$ cat src/hw/rtl/mcsr_pkg.sv
// Shared constants and types for the multi-channel setpoint ramp.
// No dependencies; used by mcsr_slew and multi_channel_setpoint_ramp.
package mcsr_pkg;

  localparam int unsigned NumChannels = 5;
  localparam int unsigned NumPins     = 4;

  localparam int unsigned ValueW = 32;
  localparam int unsigned BaseW  = 16;
  localparam int unsigned ExtraW = 14;
  localparam int unsigned StepW  = 17;   // base + largest extra
  localparam int unsigned CountW = 32;

  localparam int unsigned ApbDataW = 32;
  localparam int unsigned ApbAddrW = 3;

  localparam logic [BaseW-1:0] BaseStepReset = 16'd400;

  // word index of each configuration register
  localparam logic [0:0] RegBaseStep = 1'b0;

  typedef logic [ExtraW-1:0] extra_t;

  // per-channel extras on top of base_step
  localparam extra_t UpExtra   [NumChannels] = '{14'd0, 14'd0, 14'd0, 14'd160, 14'd8600};
  localparam extra_t DownExtra [NumChannels] = '{14'd0, 14'd0, 14'd160, 14'd0, 14'd8500};

  typedef logic signed [ValueW-1:0] value_t;

endpackage

$ cat src/hw/rtl/multi_channel_setpoint_ramp.sv
// Top level of the multi-channel setpoint ramp with error-pin counters.
// Depends on mcsr_pkg and mcsr_slew.
//
// Each accepted item is one control tick. It is latched in an input register,
// then, once the output register is free, five slew units move each channel's
// ramp toward its target (clamped at the target, restarted from zero on a
// changed target when restart_on_change is set) and four wrapping counters
// count high error pins. Ramps, previous targets and counts are held in
// flip-flops and the result is placed in an output register, which drives
// out_valid_o; a stalled output holds the item in the input register. One item
// per cycle is sustained while the output is not stalled; the add-compare-clamp
// in each slew unit is combinational. in_stall_o rises only when both the input
// register and the output register are full and the output is stalled.
// base_step (reset 400) lives at byte address 0 of the APB port; write it only
// while the block is idle.
module multi_channel_setpoint_ramp (
  input  logic                             clk_i,
  input  logic                             rst_ni,

  input  logic                             psel,
  input  logic                             penable,
  input  logic                             pwrite,
  input  logic [mcsr_pkg::ApbAddrW-1:0]    paddr,
  input  logic [mcsr_pkg::ApbDataW-1:0]    pwdata,
  output logic [mcsr_pkg::ApbDataW-1:0]    prdata,
  output logic                             pready,

  input  logic                             in_valid_i,
  output logic                             in_stall_o,
  input  logic signed [31:0]               target_0_i,
  input  logic signed [31:0]               target_1_i,
  input  logic signed [31:0]               target_2_i,
  input  logic signed [31:0]               target_3_i,
  input  logic signed [31:0]               target_4_i,
  input  logic                             restart_on_change_i,
  input  logic                             err_pin_tx1_i,
  input  logic                             err_pin_rx1_i,
  input  logic                             err_pin_tx2_i,
  input  logic                             err_pin_rx2_i,

  output logic                             out_valid_o,
  input  logic                             out_stall_i,
  output logic signed [31:0]               ramp_0_o,
  output logic signed [31:0]               ramp_1_o,
  output logic signed [31:0]               ramp_2_o,
  output logic signed [31:0]               ramp_3_o,
  output logic signed [31:0]               ramp_4_o,
  output logic [31:0]                      count_tx1_o,
  output logic [31:0]                      count_rx1_o,
  output logic [31:0]                      count_tx2_o,
  output logic [31:0]                      count_rx2_o
);

  localparam int unsigned Nch  = mcsr_pkg::NumChannels;
  localparam int unsigned Npin = mcsr_pkg::NumPins;

  // ---------------- configuration ----------------
  logic [mcsr_pkg::BaseW-1:0] base_step_q;
  logic [0:0]                 reg_idx;
  logic                       cfg_wr;

  assign reg_idx = paddr[2:2];
  assign cfg_wr  = psel && penable && pwrite && (paddr[1:0] == 2'b00);
  assign pready  = 1'b1;

  always_ff @(posedge clk_i or negedge rst_ni) begin
    if (!rst_ni) begin
      base_step_q <= mcsr_pkg::BaseStepReset;
    end else if (cfg_wr && (reg_idx == mcsr_pkg::RegBaseStep)) begin
      base_step_q <= pwdata[mcsr_pkg::BaseW-1:0];
    end
  end

  always_comb begin
    prdata = '0;
    unique case (reg_idx)
      mcsr_pkg::RegBaseStep: prdata = mcsr_pkg::ApbDataW'(base_step_q);
      default:               prdata = '0;
    endcase
  end

  // ---------------- handshake ----------------
  logic s1_valid_q;
  logic out_valid_q;
  logic out_free;
  logic s1_adv;
  logic in_fire;

  assign out_free   = !out_valid_q || !out_stall_i;
  assign s1_adv     = s1_valid_q && out_free;
  assign in_stall_o = s1_valid_q && !out_free;
  assign in_fire    = in_valid_i && !in_stall_o;

  always_ff @(posedge clk_i or negedge rst_ni) begin
    if (!rst_ni) begin
      s1_valid_q  <= 1'b0;
      out_valid_q <= 1'b0;
    end else begin
      if (in_fire) begin
        s1_valid_q <= 1'b1;
      end else if (s1_adv) begin
        s1_valid_q <= 1'b0;
      end
      if (s1_adv) begin
        out_valid_q <= 1'b1;
      end else if (out_valid_q && !out_stall_i) begin
        out_valid_q <= 1'b0;
      end
    end
  end

  assign out_valid_o = out_valid_q;

  // ---------------- input register ----------------
  mcsr_pkg::value_t  tgt_q [Nch];
  logic              restart_q;
  logic [Npin-1:0]   pins_q;
  mcsr_pkg::value_t  tgt_in [Nch];

  assign tgt_in[0] = target_0_i;
  assign tgt_in[1] = target_1_i;
  assign tgt_in[2] = target_2_i;
  assign tgt_in[3] = target_3_i;
  assign tgt_in[4] = target_4_i;

  always_ff @(posedge clk_i) begin
    if (in_fire) begin
      tgt_q     <= tgt_in;
      restart_q <= restart_on_change_i;
      pins_q    <= {err_pin_rx2_i, err_pin_tx2_i, err_pin_rx1_i, err_pin_tx1_i};
    end
  end

  // ---------------- tick state and slew ----------------
  mcsr_pkg::value_t           ramp_q   [Nch];
  mcsr_pkg::value_t           prev_q   [Nch];
  mcsr_pkg::value_t           ramp_d   [Nch];
  logic [mcsr_pkg::CountW-1:0] count_q [Npin];
  logic [mcsr_pkg::CountW-1:0] count_d [Npin];

  for (genvar c = 0; c < Nch; c++) begin : g_ch
    mcsr_slew u_slew (
      .ramp_i        (ramp_q[c]),
      .prev_target_i (prev_q[c]),
      .target_i      (tgt_q[c]),
      .restart_i     (restart_q),
      .base_step_i   (base_step_q),
      .up_extra_i    (mcsr_pkg::UpExtra[c]),
      .down_extra_i  (mcsr_pkg::DownExtra[c]),
      .ramp_o        (ramp_d[c])
    );
  end

  for (genvar p = 0; p < Npin; p++) begin : g_pin
    // wraps modulo 2^32
    assign count_d[p] = count_q[p] + mcsr_pkg::CountW'(pins_q[p]);
  end

  always_ff @(posedge clk_i or negedge rst_ni) begin
    if (!rst_ni) begin
      for (int c = 0; c < Nch; c++) begin
        ramp_q[c] <= '0;
        prev_q[c] <= '0;
      end
      for (int p = 0; p < Npin; p++) begin
        count_q[p] <= '0;
      end
    end else if (s1_adv) begin
      ramp_q  <= ramp_d;
      prev_q  <= tgt_q;
      count_q <= count_d;
    end
  end

  // ---------------- result register ----------------
  mcsr_pkg::value_t            res_ramp_q  [Nch];
  logic [mcsr_pkg::CountW-1:0] res_count_q [Npin];

  always_ff @(posedge clk_i) begin
    if (s1_adv) begin
      res_ramp_q  <= ramp_d;
      res_count_q <= count_d;
    end
  end

  assign ramp_0_o    = res_ramp_q[0];
  assign ramp_1_o    = res_ramp_q[1];
  assign ramp_2_o    = res_ramp_q[2];
  assign ramp_3_o    = res_ramp_q[3];
  assign ramp_4_o    = res_ramp_q[4];
  assign count_tx1_o = res_count_q[0];
  assign count_rx1_o = res_count_q[1];
  assign count_tx2_o = res_count_q[2];
  assign count_rx2_o = res_count_q[3];

endmodule

$ cat src/hw/rtl/mcsr_slew.sv
// One channel of the setpoint ramp: restart check, step and clamp.
// Depends on mcsr_pkg.
module mcsr_slew (
  input  mcsr_pkg::value_t               ramp_i,
  input  mcsr_pkg::value_t               prev_target_i,
  input  mcsr_pkg::value_t               target_i,
  input  logic                           restart_i,
  input  logic [mcsr_pkg::BaseW-1:0]     base_step_i,
  input  mcsr_pkg::extra_t               up_extra_i,
  input  mcsr_pkg::extra_t               down_extra_i,
  output mcsr_pkg::value_t               ramp_o
);

  localparam int unsigned WideW = mcsr_pkg::ValueW + 2;

  mcsr_pkg::value_t              start;
  logic [mcsr_pkg::StepW-1:0]    up_step;
  logic [mcsr_pkg::StepW-1:0]    down_step;
  logic signed [WideW-1:0]       start_w;
  logic signed [WideW-1:0]       target_w;
  logic signed [WideW-1:0]       up_w;
  logic signed [WideW-1:0]       down_w;

  // changed target with restart set: ramp starts again from zero
  assign start = (restart_i && (prev_target_i != target_i)) ? '0 : ramp_i;

  assign up_step   = mcsr_pkg::StepW'(base_step_i) + mcsr_pkg::StepW'(up_extra_i);
  assign down_step = mcsr_pkg::StepW'(base_step_i) + mcsr_pkg::StepW'(down_extra_i);

  assign start_w  = WideW'(start);
  assign target_w = WideW'(target_i);
  assign up_w     = start_w + $signed({1'b0, up_step});
  assign down_w   = start_w - $signed({1'b0, down_step});

  always_comb begin
    ramp_o = start;
    if (start < target_i) begin
      ramp_o = (up_w > target_w) ? target_i : up_w[mcsr_pkg::ValueW-1:0];
    end else if (start > target_i) begin
      ramp_o = (down_w < target_w) ? target_i : down_w[mcsr_pkg::ValueW-1:0];
    end
  end

endmodule
$ cat config.mk
export PLATFORM = sky130hd
export DESIGN_NAME = multi_channel_setpoint_ramp
export DESIGN_NICKNAME = d
export VERILOG_FILES = /design/src/hw/rtl/mcsr_pkg.sv /design/src/hw/rtl/multi_channel_setpoint_ramp.sv /design/src/hw/rtl/mcsr_slew.sv
export SDC_FILE = /design/constraint.sdc
export NUM_CORES = 2
export LEC_CHECK = 0
export CAP_MARGIN = 20
export CORE_ASPECT_RATIO = 1.1
export CORE_MARGIN = 2
export CORE_UTILIZATION = 56
export DETAILED_ROUTE_END_ITERATION = 8
export DONT_BUFFER_PORTS = 1
export GPL_TIMING_DRIVEN = 1
export PLACE_DENSITY = 0.74
export RECOVER_POWER = 50
export SETUP_SLACK_MARGIN = 0.15
export SLEW_MARGIN = 20
export SYNTH_ARGS = -nofsm -noshare
export SYNTH_HDL_FRONTEND = slang
export SYNTH_SLANG_ARGS = --single-unit
$ cat constraint.sdc
create_clock -name clk_i -period 10.58 [get_ports clk_i]
set_clock_uncertainty 0.05 [all_clocks]
set_input_delay 1.587 -clock clk_i [delete_from_list [all_inputs] [get_ports clk_i]]
set_output_delay 1.587 -clock clk_i [all_outputs]
set_load 0.005 [all_outputs]
# Yosys cells after proc, flatten, opt, wreduce, memory -nomap -nowiden
# Cells that the tools add are included.
[word_totals] regBits=919 latch_bits=0 mem_bits_rw=0 mem_bits_ro=0 in_bits=207 output_inout_bits=323 mem_count=0
[op_classes] n_addsub=17 n_mul=0 n_div=0 order_cmp=20 n_eq_ne=5 shift=0 muxes=30 bitwise=1 n_reduce_logical=21
[op_table] op="32-bit 2-to-1 mux" count=25
[op_table] op="33-bit by 32-bit > comparator with 1-bit output" count=5
[op_table] op="33-bit by 32-bit < comparator with 1-bit output" count=5
[op_table] op="32-bit > comparator" count=5
[op_table] op="32-bit < comparator" count=5
[op_table] op="32-bit inequality test" count=5
[op_table] op="32-bit by 1-bit adder with 32-bit output" count=4
[op_table] op="32-bit by 17-bit adder with 33-bit output" count=3
[op_table] op="32-bit by 17-bit subtractor with 33-bit output" count=3
[op_table] op="32-bit by 18-bit adder with 33-bit output" count=2
[op_table] op="32-bit by 18-bit subtractor with 33-bit output" count=2
[op_table] op="16-bit by 14-bit adder with 17-bit output, second input constant" count=2
[op_table] op="16-bit by 8-bit adder with 17-bit output, second input constant" count=1
[op_table] op="16-bit 2-to-1 mux" count=1
[op_table] op="1-bit logical AND" count=13
[op_table] op="1-bit zero test" count=4
[op_table] op="1-bit 2-to-1 mux" count=4
[op_table] op="2-bit nonzero test" count=2
[op_table] op="2-bit zero test" count=1
[op_table] op="1-bit logical OR" count=1
[op_table] op="1-bit NOT" count=1

# Depth between registers and ports, before layout
[logic_depth] ltp_word=8 mapped_depth=35 depth_no_buf=30

# By module
# From an unflattened synthesis, not the netlist that was laid out.
[hier_totals] hier_cells=8490 hier_area_um2=74522.7
[modules_own_cells] mod="multi_channel_setpoint_ramp" n_inst=1 cells_each=2730 area_per_inst_um2=34237.8 seq_area_each_um2=25268.0
[modules_own_cells] mod="mcsr_slew at g_ch[2].u_slew ..." n_inst=2 cells_each=1111 area_per_inst_um2=7830.0 seq_area_each_um2=0.0
[modules_own_cells] mod="mcsr_slew at g_ch[0].u_slew" n_inst=1 cells_each=1229 area_per_inst_um2=8496.9 seq_area_each_um2=0.0
[modules_own_cells] mod="mcsr_slew at g_ch[4].u_slew" n_inst=1 cells_each=1183 area_per_inst_um2=8182.8 seq_area_each_um2=0.0
[modules_own_cells] mod="mcsr_slew at g_ch[1].u_slew" n_inst=1 cells_each=1126 area_per_inst_um2=7945.1 seq_area_each_um2=0.0

# Worst setup path before layout
# No wires, ideal clock.
[synth_path] path_type="input to register" start="in out_stall_i" end="reg res_count_q, in the netlist count_rx1_o[0] (enable)" setup_time_ns=0.764 t_arrival_ns=10.352 slack_ns=-0.585 cell_stages=6 path_buffers=3 path_cell_list="nand2_1 > nand2_1 > inv_1 > clkbuf_1 > buf_1 > buf_1"
[synth_between] elab_chain_len=3
[synth_lines] item="start, declared" line_no="multi_channel_setpoint_ramp.sv:42" source="input logic out_stall_i,"
[synth_lines] item="1-bit zero test" line_no="multi_channel_setpoint_ramp.sv:89" source="assign out_free = !out_valid_q || !out_stall_i;"
[synth_lines] item="1-bit logical OR" line_no="multi_channel_setpoint_ramp.sv:89"
[synth_lines] item="1-bit logical AND" line_no="multi_channel_setpoint_ramp.sv:90" source="assign s1_adv = s1_valid_q && out_free;"
[synth_lines] item="net s1_adv" line_no="multi_channel_setpoint_ramp.sv:86" source="logic s1_adv;"
[synth_lines] item="end signal, assigned" line_no="multi_channel_setpoint_ramp.sv:182" source="res_count_q <= count_d;"
[synth_lines] item="end, declared" line_no="multi_channel_setpoint_ramp.sv:177" source="logic [mcsr_pkg::CountW-1:0] res_count_q [Npin];"
# The timed path passes the listed nets, and every way through them passes these cells.
# A chain may end at the register's enable or synchronous reset.

# Worst setup path in the final report
[layout_path] start="reg tgt_q[55] (netlist name)" end="reg ramp_q[45] (netlist name)"
[layout_between] elab_chain_len=8 word_cells_on_any_way=13
[layout_lines] item="start, declared" line_no="multi_channel_setpoint_ramp.sv:115" source="mcsr_pkg::value_t tgt_q [Nch];"
[layout_lines] item="start signal, assigned" line_no="multi_channel_setpoint_ramp.sv:128" source="tgt_q <= tgt_in;"
[layout_lines] item="32-bit inequality test" line_no="mcsr_slew.sv:25" source="assign start = (restart_i && (prev_target_i != target_i)) ? '0 : ramp_i;"
[layout_lines] item="1-bit logical AND" line_no="mcsr_slew.sv:25"
[layout_lines] item="32-bit 2-to-1 mux" line_no="mcsr_slew.sv:25"
[layout_lines] item="32-bit by 17-bit subtractor with 33-bit output" line_no="mcsr_slew.sv:33" source="assign down_w = start_w - $signed({1'b0, down_step});"
[layout_lines] item="33-bit by 32-bit < comparator with 1-bit output" line_no="mcsr_slew.sv:40" source="ramp_o = (down_w < target_w) ? target_i : down_w[mcsr_pkg::ValueW-1:0];"
[layout_lines] item="32-bit 2-to-1 mux" line_no="mcsr_slew.sv:40"
[layout_lines] item="32-bit 2-to-1 mux" line_no="mcsr_slew.sv:39" source="end else if (start > target_i) begin"
[layout_lines] item="32-bit 2-to-1 mux (*)" line_no="mcsr_slew.sv:37" source="if (start < target_i) begin"
[layout_lines] item="end signal, assigned" line_no="multi_channel_setpoint_ramp.sv:169" source="ramp_q <= ramp_d;"
[layout_lines] item="end, declared" line_no="multi_channel_setpoint_ramp.sv:135" source="mcsr_pkg::value_t ramp_q [Nch];"
# Mark *: on every way between the ends. The rest lies on a longest branch, timed or not.

==> impl_summary.log <==
INFO  metric rsz0062_at_grt = false
INFO  metric synth-main-ff-cell = dfrtp_1
INFO  metric timing.final.max_slew_violations = 628
INFO  metric layout_setup_ws = 1.04 ns
INFO  metric hp-class = register to register
INFO  metric buffer_ports.inserted = 0
INFO  metric routed_via_density = 6.37
INFO  metric numCtsBuffers = 99
INFO  metric drt-met1-wl = 88,500 µm
INFO  metric synth.lib_cells_used.distinct = 112
INFO  metric finalHoldViolCount = 0
INFO  metric placed_instances = 8,339
INFO  metric die_x = 333 µm
INFO  metric clk_root_buf = clkbuf_16
INFO  metric fp.coreArea = 0.118 mm²
INFO  metric crit_arrival = 9.86 ns
INFO  metric ios = 530
INFO  metric total_die_area = 0.122 mm²
INFO  metric worst-path-max-fanout = 24
INFO  metric critical_path_class = register to register
INFO  metric drcViolationCount = 0
INFO  metric routedWlPerCell = 25.3 µm
INFO  metric reg2reg_from = tgt_q[55]$_DFFE_PP_
INFO  metric post-cts-setup-buffers = 0
INFO  metric asyncSetResetFlopFracSynth = 0.507
INFO  metric total_routed_length = 216,000 µm
INFO  metric synth-edff-count = 453
INFO  metric met2WireLength = 99,500 µm
INFO  metric tritoncts = yes
INFO  metric drv.max_cap_violation_count = 3
INFO  metric rows = 132
INFO  metric cpLargestDelayFamily = compound AO/OA/AOI/OAI gates
INFO  metric critPathBufInv = 4
INFO  metric setup_slack_on_the_worst_flop_to_flop_path = 1.04 ns
INFO  metric top_layer_used = met5
INFO  metric leakage_power = 32.1 nW
INFO  metric fin_tns_setup = 0 ns
INFO  metric worst_ir_drop_vdd = 0.178 mV
INFO  metric largest_net_degree_at_the_start_of_global_routing = 467
INFO  metric first_global_vias = 52,900
INFO  metric postRouteAntennaNets = 0
INFO  metric cp_slowest_stage_delay = 0.75 ns
INFO  metric fraction_of_final_layout_cells_sized_beyond_drive_strength_1 = 0.0711
INFO  metric clock_sinks = 919
INFO  metric utilization = 0.607
INFO  metric power-per-cell-area = 277 mW/mm²
INFO  metric layout_min_cycle_time = 9.54 ns
INFO  metric result_of_the_run = complete, but fails checks
INFO  metric grt_antenna_before_repair = 30
INFO  metric start_util = 0.565
INFO  metric global_route.overflow_total = 0
INFO  metric violated_checks = capacitance limit, slew limit
INFO  metric fin_crit_sh = 0.902
INFO  metric relSlewSlack = -3.16
INFO  metric n_fill_cell = 10,000
INFO  metric dp_hpwl = 161,000 µm
INFO  metric critical_path_top_delay_cell = nor4_1
INFO  metric synth-seq-area-share = 0.379
INFO  metric critical_path.startpoint_type = register
INFO  metric grt_usage = 0.347
INFO  metric grt_first_pass_wirelength = 325,000 µm
INFO  metric reg2regPathDepth = 30
INFO  metric register_bit_count_reported_by_yosys = 919
INFO  metric crit_top_cell = buf_4
INFO  metric vias = 54,500
INFO  metric type_of_element_capturing_the_critical_path = register
INFO  metric critical_path_required = 10.90 ns
INFO  metric first_pass_iters = 7
INFO  metric stdcell_count = 8,554
INFO  metric synth_area = 0.0666 mm²
INFO  metric min_path_cells = 2
INFO  metric dp_slack = 1.33 ns
INFO  metric report.final.setup_viol = 0
INFO  metric routed-wl-met3 = 18,000 µm
INFO  metric syn_avg_cell_area = 9.48 µm²
INFO  metric clk_pin_slew_worst_paths = 0.06 ns
INFO  metric hold_path_end = count_q[64]$_DFFE_PN0P_
INFO  metric nNetsFinal = 7,773
INFO  metric area.growth.synth_to_final = 7.49%
INFO  metric drtIter0Drc = 5,397
INFO  metric die_span_in_y = 366 µm
INFO  metric timing.fmax = 105 MHz
INFO  metric htree_num_levels = 3
INFO  metric ys.warnings.count = 0
INFO  metric cts_max_path_buffers = 3
INFO  metric worst_skew_pair.late_latency = 0.72 ns
INFO  metric tightest_slew = 6.24 ns
INFO  metric ctsResizeCount = 0
INFO  metric worstReg2RegEnd = ramp_q[45]$_DFFE_PN0P_
INFO  metric syn_inst_count = 7,028
INFO  metric gp_routability_congestion = 0.990
INFO  metric hp-start = count_q[64]$_DFFE_PN0P_
INFO  metric hold_buffers = 0
## flip-flops by register name, indices dropped and copies added (netlist names), 32 cells and up
signal and count:
count_q 128, count_rx1_o 32, count_rx2_o 32, count_tx1_o 32, count_tx2_o 32, prev_q 160
ramp_0_o 32, ramp_1_o 32, ramp_2_o 32, ramp_3_o 32, ramp_4_o 32, ramp_q 160
tgt_q 160
## tightest hold or removal path, cell delays in order, from the launching register on
cell and delay [ns]:
dfrtp_1 0.34, nand2_1 0.05, nand2_1 0.05
## cells in the final DEF, fill, tap and decap left out, types with 62 or more instances in the layout
cell and count:
o21a_1 70, and3_1 83, edfxtp_1 453, clkbuf_16 99, nand4_1 135, xor2_1 329, mux2_2 160, nor2_1 447
dfrtp_1 463, nand3_1 158, and2_1 127, xnor2_1 365, a21oi_1 418, o21ai_0 404, nand2_1 690, mux2i_1 108
ha_1 656, o211ai_1 95, nor4_1 79, inv_1 353, a21o_1 181, nor2b_1 62, buf_4 67, nor3_1 122
a211oi_1 63
## cell usage after synthesis, drive strengths merged (54+ instances only)
| master | number | area share |
|---|---|---|
| clkbuf | 243 | 0.014 |
| o21a | 70 | 0.0079 |
| and3 | 83 | 0.0078 |
| nand3 | 158 | 0.012 |
| nand2 | 692 | 0.039 |
| o21ai | 427 | 0.032 |
| nor4 | 90 | 0.0099 |
| and2 | 135 | 0.013 |
| a21o | 181 | 0.020 |
| dfrtp | 463 | 0.17 |
| nor2 | 449 | 0.025 |
| mux2i | 113 | 0.017 |
| xnor2 | 366 | 0.048 |
| a21oi | 421 | 0.032 |
| edfxtp | 453 | 0.20 |
| nor2b | 62 | 0.0058 |
| inv | 355 | 0.020 |
| nor3 | 124 | 0.0094 |
| o211ai | 95 | 0.011 |
| nand4 | 137 | 0.013 |
| mux2 | 163 | 0.028 |
| ha | 656 | 0.12 |
| xor2 | 329 | 0.043 |
| buf | 72 | 0.0060 |
| a31oi | 54 | 0.0052 |
| a211oi | 64 | 0.0073 |
## worst max-delay path by stage
stage	cells after the start	to	startpoint
after floorplan	6	count_rx1_o[0]$_DFFE_PP_	out_stall_i
after detailed placement	24	ramp_q[67]$_DFFE_PN0P_	base_step_q[10]$_DFFE_PN0P_
after CTS	29	ramp_3_o[19]$_DFFE_PP_	tgt_q[55]$_DFFE_PP_
after global routing	30	ramp_q[45]$_DFFE_PN0P_	tgt_q[55]$_DFFE_PP_
final	30	ramp_q[45]$_DFFE_PN0P_	tgt_q[55]$_DFFE_PP_
after global placement	24	ramp_q[67]$_DFFE_PN0P_	base_step_q[10]$_DFFE_PN0P_
## logic make-up after synthesis
| group | share of synthesized area |
|---|---|
| xor gates and xnor gates | 0.0915 |
| other | 0.000113 |
| and+or+nand+nor | 0.154 |
| AOI/OAI and AO/OA | 0.164 |
| DFF | 0.379 |
| adders and majority gates | 0.126 |
| buffers and inverters | 0.0400 |
| muxes | 0.0449 |
## power breakdown
group          internal [W]  switching (W)
Sequential          0.00482       0.000856
Clock               0.00226        0.00155
Combinational       0.00398        0.00638
## metrics by stage
step | hold slack (ns) | area (µm²) | total power (W)
4_1_cts | 0.433 | 71500 | 0.0197
3_5_place_dp | 0.417 | 68000 | 0.0158
6_report | 0.428 | 71600 | 0.0198
5_1_grt | 0.456 | 71600 | 0.0210
3_3_place_gp | 0.407 | 68000 | 0.0156
2_1_floorplan | 0.388 | 66700 | 0.0127
## per-layer routing
| metal | track usage | vias up |
|---|---|---|
| met5 | 0 | - |
| met4 | 0.157 | 20 |
| met3 | 0.0662 | 444 |
| met2 | 0.560 | 2387 |
| met1 | 0.452 | 26400 |
| li1 | - | 25200 |
## cell type report
cell class                      count  area, µm²  share of cell area
Multi-Input combinational cell   5449      38800               0.543
Sequential cell                   919      25300               0.353
Clock buffer                      119       2580              0.0361
Tap cell                         1541       1930              0.0269
Inverter                          360       1360              0.0190
Clock inverter                     69        978              0.0137
Timing Repair Buffer               71        576             0.00804
Antenna cell                       26       65.1            0.000909
Power figures use the tool's default switching activity.
